$ cat src/rtl/core/mbc_pkg.sv
// ----------------------------------------------------------------------------
// mbc_pkg - shared types, constants and helpers of the escape colorizer
// Fixed-point widths, register indexes, colour weights, saturation helpers.
// ----------------------------------------------------------------------------
package mbc_pkg;

  localparam int COORD_BITS = 12;
  localparam int ITER_BITS  = 16;
  localparam int FRAC_BITS  = 28;
  localparam int Q_BITS     = FRAC_BITS + 4;    // signed Q4.F word
  localparam int STEP_BITS  = 31;
  localparam int CFG_BITS   = 32;
  localparam int CFG_IDX_BITS = 3;

  localparam int MUL_W   = 32;                  // shared multiplier operand
  localparam int PROD_W  = 2 * MUL_W;
  localparam int MAG_W   = PROD_W - FRAC_BITS;  // truncated product magnitude
  localparam int SUM_W   = 46;                  // headroom for c and z updates
  localparam int CPROD_W = COORD_BITS + STEP_BITS;
  localparam int K_BITS  = 12;
  localparam int KPROD_W = K_BITS + MUL_W;
  localparam int NUM_W   = KPROD_W + MUL_W;
  localparam int DEN_W   = PROD_W;
  localparam int CH_BITS = 8;
  localparam int DSH_W   = DEN_W + CH_BITS - 1;

  localparam logic [K_BITS-1:0] K_RED = K_BITS'(15 * 255);
  localparam logic [K_BITS-1:0] K_GB  = K_BITS'(9 * 255);

  localparam logic [MAG_W:0] ESC_LIMIT = (MAG_W + 1)'(4) << FRAC_BITS;

  localparam logic signed [CFG_BITS-1:0] START_RESET = -32'sd536870912;
  localparam logic [STEP_BITS-1:0]       STEP_RESET  = STEP_BITS'(1048576);
  localparam logic [ITER_BITS-1:0]       LIMIT_RESET = ITER_BITS'(100);

  typedef enum logic [CFG_IDX_BITS-1:0] {
    REG_START_REAL,
    REG_START_IMAG,
    REG_STEP_REAL,
    REG_STEP_IMAG,
    REG_ITER_LIMIT
  } cfg_reg_t;

  // Clamp a wide signed sum into the Q4.F range.
  function automatic logic signed [Q_BITS-1:0] sat_q(input logic signed [SUM_W-1:0] v);
    logic [SUM_W-Q_BITS:0] upper;
    upper = v[SUM_W-1:Q_BITS-1];
    if ((&upper) || (~|upper)) begin
      return v[Q_BITS-1:0];
    end else if (v[SUM_W-1]) begin
      return {1'b1, {(Q_BITS-1){1'b0}}};
    end else begin
      return {1'b0, {(Q_BITS-1){1'b1}}};
    end
  endfunction

  // Magnitude of a Q4.F value; the most negative value maps to 2^(Q_BITS-1).
  function automatic logic [MUL_W-1:0] abs_q(input logic signed [Q_BITS-1:0] v);
    logic [Q_BITS-1:0] neg;
    neg = $unsigned(-v);
    return v[Q_BITS-1] ? MUL_W'(neg) : MUL_W'($unsigned(v));
  endfunction

endpackage

$ cat src/rtl/core/mbc_mul.sv
// ----------------------------------------------------------------------------
// mbc_mul - shared unsigned multiplier
// One full-width unsigned product per cycle, registered at the output.
// ----------------------------------------------------------------------------
module mbc_mul
  import mbc_pkg::*;
(
  input  logic              clk,
  input  logic [MUL_W-1:0]  a,
  input  logic [MUL_W-1:0]  b,
  output logic [PROD_W-1:0] prod
);

  always_ff @(posedge clk) begin
    prod <= PROD_W'(a) * PROD_W'(b);
  end

endmodule

$ cat src/rtl/core/mandelbrot_escape_colorizer.sv
// ----------------------------------------------------------------------------
// mandelbrot_escape_colorizer - escape-time pixel evaluator with colouring
// Forms c from a pixel index, iterates z = z*z + c and colours the result.
// ----------------------------------------------------------------------------
// Usage:
//   Config channel (cfg_valid/cfg_ready/cfg_index/cfg_data) writes the start
//   point, per-pixel step and iteration limit; cfg_ready is always high.
//   Write it only while no pixel is in flight.
//   Pixel channel (pixel_valid/pixel_ready) takes one request: a column and a
//   row. pixel_ready is high only while the sequencer is idle.
//   Result channel (result_valid/result_ready) returns the echoed indexes, the
//   iteration count, the inside flag and a 24-bit RGB colour.
// Datapath and sequencing:
//   All products go through one registered 32x32 multiplier. Forming c scales
//   the column and row by their steps, each iteration runs x*x, y*y, x*y,
//   then the escape test and update, and colouring an escaped pixel uses five
//   shared products, then per channel three products and an 8-step restoring
//   divide. The block takes one request at a time.
// Reset and stall:
//   rst reloads the configuration defaults and drops any request in flight.
//   A finished result waits in the output register; the next request is
//   accepted meanwhile, and its result holds in the sequencer until taken.
// ----------------------------------------------------------------------------
module mandelbrot_escape_colorizer
  import mbc_pkg::*;
(
  input  logic                    clk,
  input  logic                    rst,
  // configuration writes
  input  logic                    cfg_valid,
  output logic                    cfg_ready,
  input  logic [CFG_IDX_BITS-1:0] cfg_index,
  input  logic [CFG_BITS-1:0]     cfg_data,
  // pixel requests
  input  logic                    pixel_valid,
  output logic                    pixel_ready,
  input  logic [COORD_BITS-1:0]   column_index,
  input  logic [COORD_BITS-1:0]   row_index,
  // results
  output logic                    result_valid,
  input  logic                    result_ready,
  output logic [COORD_BITS-1:0]   out_column,
  output logic [COORD_BITS-1:0]   out_row,
  output logic [ITER_BITS-1:0]    iteration_count,
  output logic                    inside_set,
  output logic [3*CH_BITS-1:0]    pixel_color
);

  typedef enum logic [4:0] {
    S_IDLE,
    S_C_RE,
    S_C_IM,
    S_C_FIN,
    S_SQ_X,
    S_SQ_Y,
    S_MUL_XY,
    S_UPD,
    S_CL_MN,
    S_CL_MM,
    S_CL_NN,
    S_CL_LL,
    S_CL_DEN,
    S_CH_V,
    S_CH_KLO,
    S_CH_KHI,
    S_CH_FORM,
    S_CH_DIV,
    S_DONE
  } state_t;

  typedef enum logic [1:0] {
    CH_RED,
    CH_GREEN,
    CH_BLUE
  } chan_t;

  // configuration
  logic signed [Q_BITS-1:0] start_real;
  logic signed [Q_BITS-1:0] start_imag;
  logic [STEP_BITS-1:0]     step_real;
  logic [STEP_BITS-1:0]     step_imag;
  logic [ITER_BITS-1:0]     iteration_limit;

  // sequencer and datapath registers
  state_t                   state;
  logic [COORD_BITS-1:0]    col;
  logic [COORD_BITS-1:0]    row;
  logic signed [Q_BITS-1:0] cr;
  logic signed [Q_BITS-1:0] ci;
  logic signed [Q_BITS-1:0] x;
  logic signed [Q_BITS-1:0] y;
  logic [ITER_BITS-1:0]     n;
  logic [MAG_W-1:0]         x2;
  logic [MAG_W-1:0]         y2;
  logic                     in_set;
  logic [MUL_W-1:0]         mn;
  logic [MUL_W-1:0]         mm;
  logic [MUL_W-1:0]         nn;
  logic [PROD_W-1:0]        v;
  logic [KPROD_W-1:0]       klo;
  logic [DEN_W-1:0]         den;
  logic [NUM_W-1:0]         rem;
  logic [DSH_W-1:0]         dsh;
  logic [CH_BITS-1:0]       q;
  logic [2:0]               bitc;
  chan_t                    chan;
  logic [CH_BITS-1:0]       red;
  logic [CH_BITS-1:0]       grn;
  logic [CH_BITS-1:0]       blu;

  // shared multiplier
  logic [MUL_W-1:0]  mul_a;
  logic [MUL_W-1:0]  mul_b;
  logic [PROD_W-1:0] prod;

  // combinational helpers
  logic [ITER_BITS-1:0]     m_val;
  logic [MUL_W-1:0]         k_sel;
  logic [MAG_W-1:0]         prod_q;
  logic signed [SUM_W-1:0]  xy_s;
  logic signed [SUM_W-1:0]  xn_sum;
  logic signed [SUM_W-1:0]  yn_sum;
  logic signed [SUM_W-1:0]  cr_sum;
  logic signed [SUM_W-1:0]  ci_sum;
  logic                     escaped;
  logic                     div_ge;
  logic [NUM_W-1:0]         dsh_ext;
  logic [CH_BITS-1:0]       q_next;

  assign cfg_ready   = 1'b1;
  assign pixel_ready = (state == S_IDLE);

  assign m_val  = iteration_limit - n;
  assign k_sel  = (chan == CH_RED) ? MUL_W'(K_RED) : MUL_W'(K_GB);

  // Truncated magnitude of a Q4.F product; sign is applied separately.
  assign prod_q = prod[PROD_W-1:FRAC_BITS];
  assign xy_s   = (x[Q_BITS-1] ^ y[Q_BITS-1]) ? -$signed(SUM_W'(prod_q))
                                               : $signed(SUM_W'(prod_q));

  assign escaped = ({1'b0, x2} + {1'b0, y2}) > ESC_LIMIT;
  assign xn_sum  = $signed(SUM_W'(x2)) - $signed(SUM_W'(y2)) + SUM_W'(cr);
  assign yn_sum  = (xy_s <<< 1) + SUM_W'(ci);

  // Start point plus index times step; the product is always non-negative.
  assign cr_sum = SUM_W'(start_real) + $signed(SUM_W'(prod[CPROD_W-1:0]));
  assign ci_sum = SUM_W'(start_imag) + $signed(SUM_W'(prod[CPROD_W-1:0]));

  assign dsh_ext = NUM_W'(dsh);
  assign div_ge  = (rem >= dsh_ext);
  assign q_next  = {q[CH_BITS-2:0], div_ge};

  // Steer the shared multiplier by sequencer step.
  always_comb begin
    mul_a = '0;
    mul_b = '0;
    case (state)
      S_C_RE: begin
        mul_a = MUL_W'(col);
        mul_b = MUL_W'(step_real);
      end
      S_C_IM: begin
        mul_a = MUL_W'(row);
        mul_b = MUL_W'(step_imag);
      end
      S_SQ_X: begin
        mul_a = abs_q(x);
        mul_b = abs_q(x);
      end
      S_SQ_Y: begin
        mul_a = abs_q(y);
        mul_b = abs_q(y);
      end
      S_MUL_XY: begin
        mul_a = abs_q(x);
        mul_b = abs_q(y);
      end
      S_CL_MN: begin
        mul_a = MUL_W'(m_val);
        mul_b = MUL_W'(n);
      end
      S_CL_MM: begin
        mul_a = MUL_W'(m_val);
        mul_b = MUL_W'(m_val);
      end
      S_CL_NN: begin
        mul_a = MUL_W'(n);
        mul_b = MUL_W'(n);
      end
      S_CL_LL: begin
        mul_a = MUL_W'(iteration_limit);
        mul_b = MUL_W'(iteration_limit);
      end
      S_CL_DEN: begin
        // square the limit squared straight from the product register
        mul_a = prod[MUL_W-1:0];
        mul_b = prod[MUL_W-1:0];
      end
      S_CH_V: begin
        case (chan)
          CH_RED: begin
            mul_a = mn;
            mul_b = mn;
          end
          CH_GREEN: begin
            mul_a = mm;
            mul_b = mn;
          end
          default: begin
            mul_a = mn;
            mul_b = nn;
          end
        endcase
      end
      S_CH_KLO: begin
        mul_a = k_sel;
        mul_b = prod[MUL_W-1:0];
      end
      S_CH_KHI: begin
        mul_a = k_sel;
        mul_b = v[PROD_W-1:MUL_W];
      end
      default: begin
        mul_a = '0;
        mul_b = '0;
      end
    endcase
  end

  mbc_mul u_mul (
    .clk  (clk),
    .a    (mul_a),
    .b    (mul_b),
    .prod (prod)
  );

  always_ff @(posedge clk) begin
    if (rst) begin
      state           <= S_IDLE;
      result_valid    <= 1'b0;
      start_real      <= START_RESET;
      start_imag      <= START_RESET;
      step_real       <= STEP_RESET;
      step_imag       <= STEP_RESET;
      iteration_limit <= LIMIT_RESET;
      chan            <= CH_RED;
      bitc            <= '0;
      n               <= '0;
    end else begin
      // Configuration writes; unknown indexes are dropped.
      if (cfg_valid && cfg_ready) begin
        case (cfg_reg_t'(cfg_index))
          REG_START_REAL: start_real      <= cfg_data;
          REG_START_IMAG: start_imag      <= cfg_data;
          REG_STEP_REAL:  step_real       <= cfg_data[STEP_BITS-1:0];
          REG_STEP_IMAG:  step_imag       <= cfg_data[STEP_BITS-1:0];
          REG_ITER_LIMIT: iteration_limit <= cfg_data[ITER_BITS-1:0];
          default: ;
        endcase
      end

      // Drop the output once taken; a new load below overrides this.
      if (result_ready) begin
        result_valid <= 1'b0;
      end

      case (state)
        S_IDLE: begin
          if (pixel_valid) begin
            col   <= column_index;
            row   <= row_index;
            state <= S_C_RE;
          end
        end
        S_C_RE: begin
          state <= S_C_IM;
        end
        S_C_IM: begin
          cr    <= sat_q(cr_sum);
          state <= S_C_FIN;
        end
        S_C_FIN: begin
          ci    <= sat_q(ci_sum);
          x     <= '0;
          y     <= '0;
          n     <= '0;
          state <= S_SQ_X;
        end
        S_SQ_X: begin
          // limit reached: the point counts as inside
          if (n >= iteration_limit) begin
            in_set <= 1'b1;
            state  <= S_DONE;
          end else begin
            state  <= S_SQ_Y;
          end
        end
        S_SQ_Y: begin
          x2    <= prod_q;
          state <= S_MUL_XY;
        end
        S_MUL_XY: begin
          y2    <= prod_q;
          state <= S_UPD;
        end
        S_UPD: begin
          if (escaped) begin
            in_set <= 1'b0;
            state  <= S_CL_MN;
          end else begin
            x     <= sat_q(xn_sum);
            y     <= sat_q(yn_sum);
            n     <= n + 1'b1;
            state <= S_SQ_X;
          end
        end
        S_CL_MN: begin
          chan  <= CH_RED;
          state <= S_CL_MM;
        end
        S_CL_MM: begin
          mn    <= prod[MUL_W-1:0];
          state <= S_CL_NN;
        end
        S_CL_NN: begin
          mm    <= prod[MUL_W-1:0];
          state <= S_CL_LL;
        end
        S_CL_LL: begin
          nn    <= prod[MUL_W-1:0];
          state <= S_CL_DEN;
        end
        S_CL_DEN: begin
          state <= S_CH_V;
        end
        S_CH_V: begin
          // the limit to the fourth arrives only on the first channel
          if (chan == CH_RED) begin
            den <= prod;
          end
          state <= S_CH_KLO;
        end
        S_CH_KLO: begin
          v     <= prod;
          state <= S_CH_KHI;
        end
        S_CH_KHI: begin
          klo   <= prod[KPROD_W-1:0];
          state <= S_CH_FORM;
        end
        S_CH_FORM: begin
          rem   <= {prod[KPROD_W-1:0], {MUL_W{1'b0}}} + NUM_W'(klo);
          dsh   <= {den, {(CH_BITS-1){1'b0}}};
          q     <= '0;
          bitc  <= 3'(CH_BITS - 1);
          state <= S_CH_DIV;
        end
        S_CH_DIV: begin
          // restoring divide, one quotient bit a cycle, MSB first
          if (div_ge) begin
            rem <= rem - dsh_ext;
          end
          q   <= q_next;
          dsh <= dsh >> 1;
          if (bitc == '0) begin
            case (chan)
              CH_RED: begin
                red   <= q_next;
                chan  <= CH_GREEN;
                state <= S_CH_V;
              end
              CH_GREEN: begin
                grn   <= q_next;
                chan  <= CH_BLUE;
                state <= S_CH_V;
              end
              default: begin
                blu   <= q_next;
                state <= S_DONE;
              end
            endcase
          end else begin
            bitc <= bitc - 1'b1;
          end
        end
        S_DONE: begin
          // hold until the output register is free
          if (!result_valid || result_ready) begin
            out_column      <= col;
            out_row         <= row;
            iteration_count <= n;
            inside_set      <= in_set;
            pixel_color     <= in_set ? '0 : {red, grn, blu};
            result_valid    <= 1'b1;
            state           <= S_IDLE;
          end
        end
        default: begin
          state <= S_IDLE;
        end
      endcase
    end
  end

endmodule

$ cat config.mk
export PLATFORM = sky130hd
export DESIGN_NAME = mandelbrot_escape_colorizer
export DESIGN_NICKNAME = d
export VERILOG_FILES = /design/src/rtl/core/mbc_pkg.sv /design/src/rtl/core/mbc_mul.sv /design/src/rtl/core/mandelbrot_escape_colorizer.sv
export SDC_FILE = /design/constraint.sdc
export NUM_CORES = 2
export LEC_CHECK = 0
export BUFFER_PORTS_ARGS = -buffer_cell sky130_fd_sc_hd__buf_2
export CAP_MARGIN = 20
export CORE_ASPECT_RATIO = 0.5
export CORE_MARGIN = 3
export CORE_UTILIZATION = 60
export DETAILED_ROUTE_END_ITERATION = 6
export HOLD_SLACK_MARGIN = 0.06
export PLACE_DENSITY_LB_ADDON = 0.2
export SETUP_SLACK_MARGIN = 0.3
export SYNTH_ARGS = -nofsm -noshare
export SYNTH_HDL_FRONTEND = slang
export SYNTH_HIERARCHICAL = 1
export SYNTH_SLANG_ARGS = --single-unit
$ cat constraint.sdc
create_clock -name clk -period 34.5 [get_ports clk]
set_input_delay 5.175 -clock clk [delete_from_list [all_inputs] [get_ports clk]]
set_output_delay 5.175 -clock clk [all_outputs]
set_load 0.05 [all_outputs]
==> run summary <==
==================================================================================================
Violations in the final reports .....................................................          DRC
Dominant register cell in the synthesized netlist ................................... sky130_fd_sc_hd__edfxtp_1
Std-Cell Rows .......................................................................           99
Arrival time reported for the critical path endpoint ................................     11960 ps
Resized cells post-CTS ..............................................................            0
Aggregate negative setup slack ......................................................         0 ps
Average vias per placed instance ....................................................         6.34
Tightest Hold Check Type ............................................................   reg -> reg
Count of clock tree sinks ...........................................................          937
Worst R2R Setup Slack ...............................................................     23180 ps
Global-route wire length before repair ..............................................    444000 um
Weighted congestion reported at the end of routability-driven placement .............         1.02
Met2 Use GR .........................................................................        55.8%
Power density over the cells ........................................................  34.5 nW/um2
Count of antenna-violating nets left after detailed routing .........................            0
Clock transition time at the flip-flop clock pins of the worst setup and hold paths .        70 ps
Met1 Resource Use GR ................................................................        53.4%
Destination of the worst hold path .................................................. start_real[9]
Fraction of synthesis flops using an asynchronous set or reset pin ..................           0%
Slowest cell on crit path ........................................................... sky130_fd_sc_hd__or4_1
Number of synthesis warnings ........................................................            6
Synth area leaders .................................................................. sky130_fd_sc_hd__edfxtp_1 (24%), sky130_fd_sc_hd__fa_1 (20%), sky130_fd_sc_hd__ha_1 (8.5%), sky130_fd_sc_hd__dfxtp_1 (5.2%), sky130_fd_sc_hd__nand2_1 (5.2%)
Peak fanout along the critical path .................................................           32
Max-capacitance violation count .....................................................            0
Ratio of final minimum period to clock period .......................................        32.8%
Commonest cells post-synth .......................................................... sky130_fd_sc_hd__nand2_1 (1239), sky130_fd_sc_hd__inv_1 (1151), sky130_fd_sc_hd__fa_1 (905), sky130_fd_sc_hd__edfxtp_1 (704), sky130_fd_sc_hd__a21oi_1 (700)
Unrepaired setup endpoints after global routing .....................................           no
Maximum number of pins on one net before global-route repair ........................          100
Y dimension of the die ..............................................................       280 um
Leakage .............................................................................      41.5 nW
Most numerous cell in the Yosys netlist ............................................. sky130_fd_sc_hd__nand2_1
Final Cell Area .....................................................................    96000 um2
FF/Latch Area .......................................................................    25800 um2
Detailed-route wire length per cell .................................................      25.5 um
Number of antenna violations at the first check in global routing ...................           25
Overflow left after global routing ..................................................            0
Cell type with the highest occurrence count on the critical path .................... sky130_fd_sc_hd__fa_1
Number of buffers inserted by hold repair at cts ....................................            0
Total number of vias ................................................................        73433
End of the worst register-to-register path .......................................... u_mul/prod[62]
M3 GR Usage .........................................................................        11.8%
Number of enable-type register cells in the synthesized netlist .....................          704
H-tree depth ........................................................................            3
Hold Crit Start ..................................................................... start_real[9]
Slew headroom .......................................................................        24.7%
Type of element capturing the critical path .........................................    flip-flop
Area growth, synth to finish ........................................................        6.85%
Critical setup path kind ............................................................   reg -> reg
Number of buffers added by the clock tree synthesis step ............................           92
Syn Area/Cell .......................................................................     9.32 um2
Cells after Synth ...................................................................         9635
Total detailed-routing wirelength ...................................................    296000 um
Worst-margin pin slew ...............................................................      1130 ps
Crit path required time .............................................................     35140 ps
GR peak layer .......................................................................         met2
I/O Buffers .........................................................................          130
Sequential-to-total area share from yosys stat ......................................        28.7%
Filler cells ........................................................................        12152
Nets ................................................................................        11118
Critical Path Start Type ............................................................    flip-flop
Share of final-layout standard cells stronger than drive strength 1 .................        6.49%
FMAX ................................................................................     88.3 MHz
FF-to-FF path depth .................................................................           33
Area of the mapped netlist ..........................................................    89800 um2
Final max-slew violation count ......................................................            0
Core Box Area .......................................................................   147000 um2
Post-route clock skew ...............................................................      33.4 ps
Post-synthesis net count ............................................................        11216
Aggregate global-route resource usage ...............................................        37.9%
Starting Density ....................................................................        61.0%
Area taken by multi-input logic gates ...............................................    58200 um2
Die outline area ....................................................................   155000 um2
Die X ...............................................................................       553 um
Hold Violations, Final ..............................................................            0
Post-detailed-placement cell area ...................................................    92900 um2
Fin crit period .....................................................................     11320 ps
CTS tree ............................................................................         done
Max IR drop VDD .....................................................................  0.0000420 V
Post-synthesis cell type with the largest combined area ............................. sky130_fd_sc_hd__edfxtp_1
Reg2Reg Launch Point ................................................................        y[11]
Synth Register Bits .................................................................          937
DP Wirelength .......................................................................    217000 um
Ports placed on the boundary ........................................................          132
Hold depth ..........................................................................            2
Detailed Routing Iterations Pass 1 ..................................................            7
Initial detailed-routing violation count ............................................         8676
Buffer levels on the longest clock path .............................................            3
Synth top area share ................................................................        23.5%
Number of remaining DRC errors ......................................................            3
Clock network latency to the later pin of the worst-skew pair .......................       730 ps
# Post-CTS Setup Buffers ............................................................            0
Final number of setup-violating endpoints ...........................................            0
Vias in the first global route ......................................................        71846
Result of the run ................................................................... finished with violations
Unique masters post-synth ...........................................................          103
Clock tree root buffer cell ......................................................... sky130_fd_sc_hd__clkbuf_16
Delay of the slowest cell on the worst path .........................................       600 ps
==================================================================================================
==> cell usage in the layout (no fill, tap or decap), types with 45 or more instances in the layout <==
master	instances
sky130_fd_sc_hd__o21ai_0	450
sky130_fd_sc_hd__clkbuf_16	95
sky130_fd_sc_hd__mux2i_1	54
sky130_fd_sc_hd__xor2_1	185
sky130_fd_sc_hd__a21o_1	192
sky130_fd_sc_hd__ha_1	612
sky130_fd_sc_hd__nand3_1	150
sky130_fd_sc_hd__buf_4	186
sky130_fd_sc_hd__and2_1	645
sky130_fd_sc_hd__fa_1	905
sky130_fd_sc_hd__o21a_1	45
sky130_fd_sc_hd__nor3_1	109
sky130_fd_sc_hd__inv_1	1151
sky130_fd_sc_hd__a211oi_1	51
sky130_fd_sc_hd__dfxtp_1	231
sky130_fd_sc_hd__nand2b_1	57
sky130_fd_sc_hd__nand2_1	1235
sky130_fd_sc_hd__xnor2_1	277
sky130_fd_sc_hd__nor2_1	341
sky130_fd_sc_hd__edfxtp_1	704
sky130_fd_sc_hd__a221oi_1	56
sky130_fd_sc_hd__a31oi_1	59
sky130_fd_sc_hd__o21bai_1	68
sky130_fd_sc_hd__nor2b_1	79
sky130_fd_sc_hd__a21oi_1	700
sky130_fd_sc_hd__buf_2	129
sky130_fd_sc_hd__nand4_1	79
==> worst max-delay path by stage <==
stage / from / slack [ps] / endpoint / cells past startpoint
3_5_place_dp: y[11] / 23300 / u_mul/prod[62] / 33
6_report: y[11] / 23180 / u_mul/prod[62] / 33
2_1_floorplan: rst / 19490 / rem[0] / 3
3_3_place_gp: y[11] / 23420 / u_mul/prod[62] / 33
4_1_cts: y[11] / 23260 / u_mul/prod[62] / 33
5_1_grt: y[11] / 22690 / u_mul/prod[58] / 33
==> metrics by stage <==
step / hold WS [ps] / std cells / setup slack [ps] / total power (W) / util, %
after global placement: 444 / 11408 / 23420 / 0.00225 / 63.1
after CTS: 458 / 11578 / 23260 / 0.00328 / 65.1
after detailed placement: 449 / 11409 / 23300 / 0.00226 / 63.1
after global routing: 475 / 11584 / 22690 / 0.00344 / 65.2
final: 461 / 11590 / 23180 / 0.00332 / 65.2
after floorplan: 418 / 9635 / 19490 / 0.00193 / -
==> cell families (layout without fill, tap and decap cells) <==
| group | Yosys count | count (layout) | synth area share [%] |
|---|---|---|---|
| AOI/OAI and AO/OA | 2033 | 2033 | 14.3 |
| xor gates and xnor gates | 463 | 463 | 4.52 |
| adders and majority gates | 1517 | 1517 | 28.7 |
| buffers and inverters | 1668 | 1645 | 7.04 |
| DFF | 937 | 937 | 28.7 |
| muxes | 64 | 64 | 0.727 |
| other | 1 | 10 | 0.00418 |
| and+or+nand+nor | 2952 | 2952 | 16.0 |
==> layer usage <==
metal	part of all wire (%)	up-vias
met5	0.021	-
met4	4.2	8
met3	14	751
met2	42	4217
met1	40	36155
li1	-	32302
==> sequential cells by signal, summed over array words and instances, names as in the netlist, 24 cells and up <==
signal	cells
step_real	31
y	32
nn	32
u_mul/prod	64
x2	36
start_imag	32
y2	36
start_real	32
ci	32
step_imag	31
mm	32
cr	32
pixel_color	24
v	32
dsh	71
mn	32
klo	44
rem	76
den	64
x	32
==> power by group <==
| group | internal (W) | switching [W] | total (W) |
|---|---|---|---|
| registers | 0.00124 | 0.0000140 | 0.00126 |
| clock network | 0.000567 | 0.000474 | 0.00104 |
| logic | 0.000327 | 0.000691 | 0.00102 |
| total | 0.00214 | 0.00118 | 0.00332 |
==> critical path: cells and delay by family, from the launching register on <==
family                   cells  cell delay (ps)
flip-flops                   1              440
adder cells (fa/ha/maj)      9             4430
XOR/XNOR                     2              370
AND/OR/NAND/NOR             10             3770
AO/OA/AOI/OAI                6             1500
buffers and inverters        6              720
==> final cells by class <==
| type | count | share of cell area [%] |
|---|---|---|
| clock inverter | 57 | 0.562 |
| timing repair buffer | 318 | 2.21 |
| tap | 1969 | 2.57 |
| antenna | 9 | 0.0235 |
| inverter | 1158 | 4.53 |
| sequential | 937 | 26.9 |
| clock buffer | 112 | 2.58 |
| multi-input combinational | 7030 | 60.6 |
Note: power is estimated with default switching activity, not from simulation.
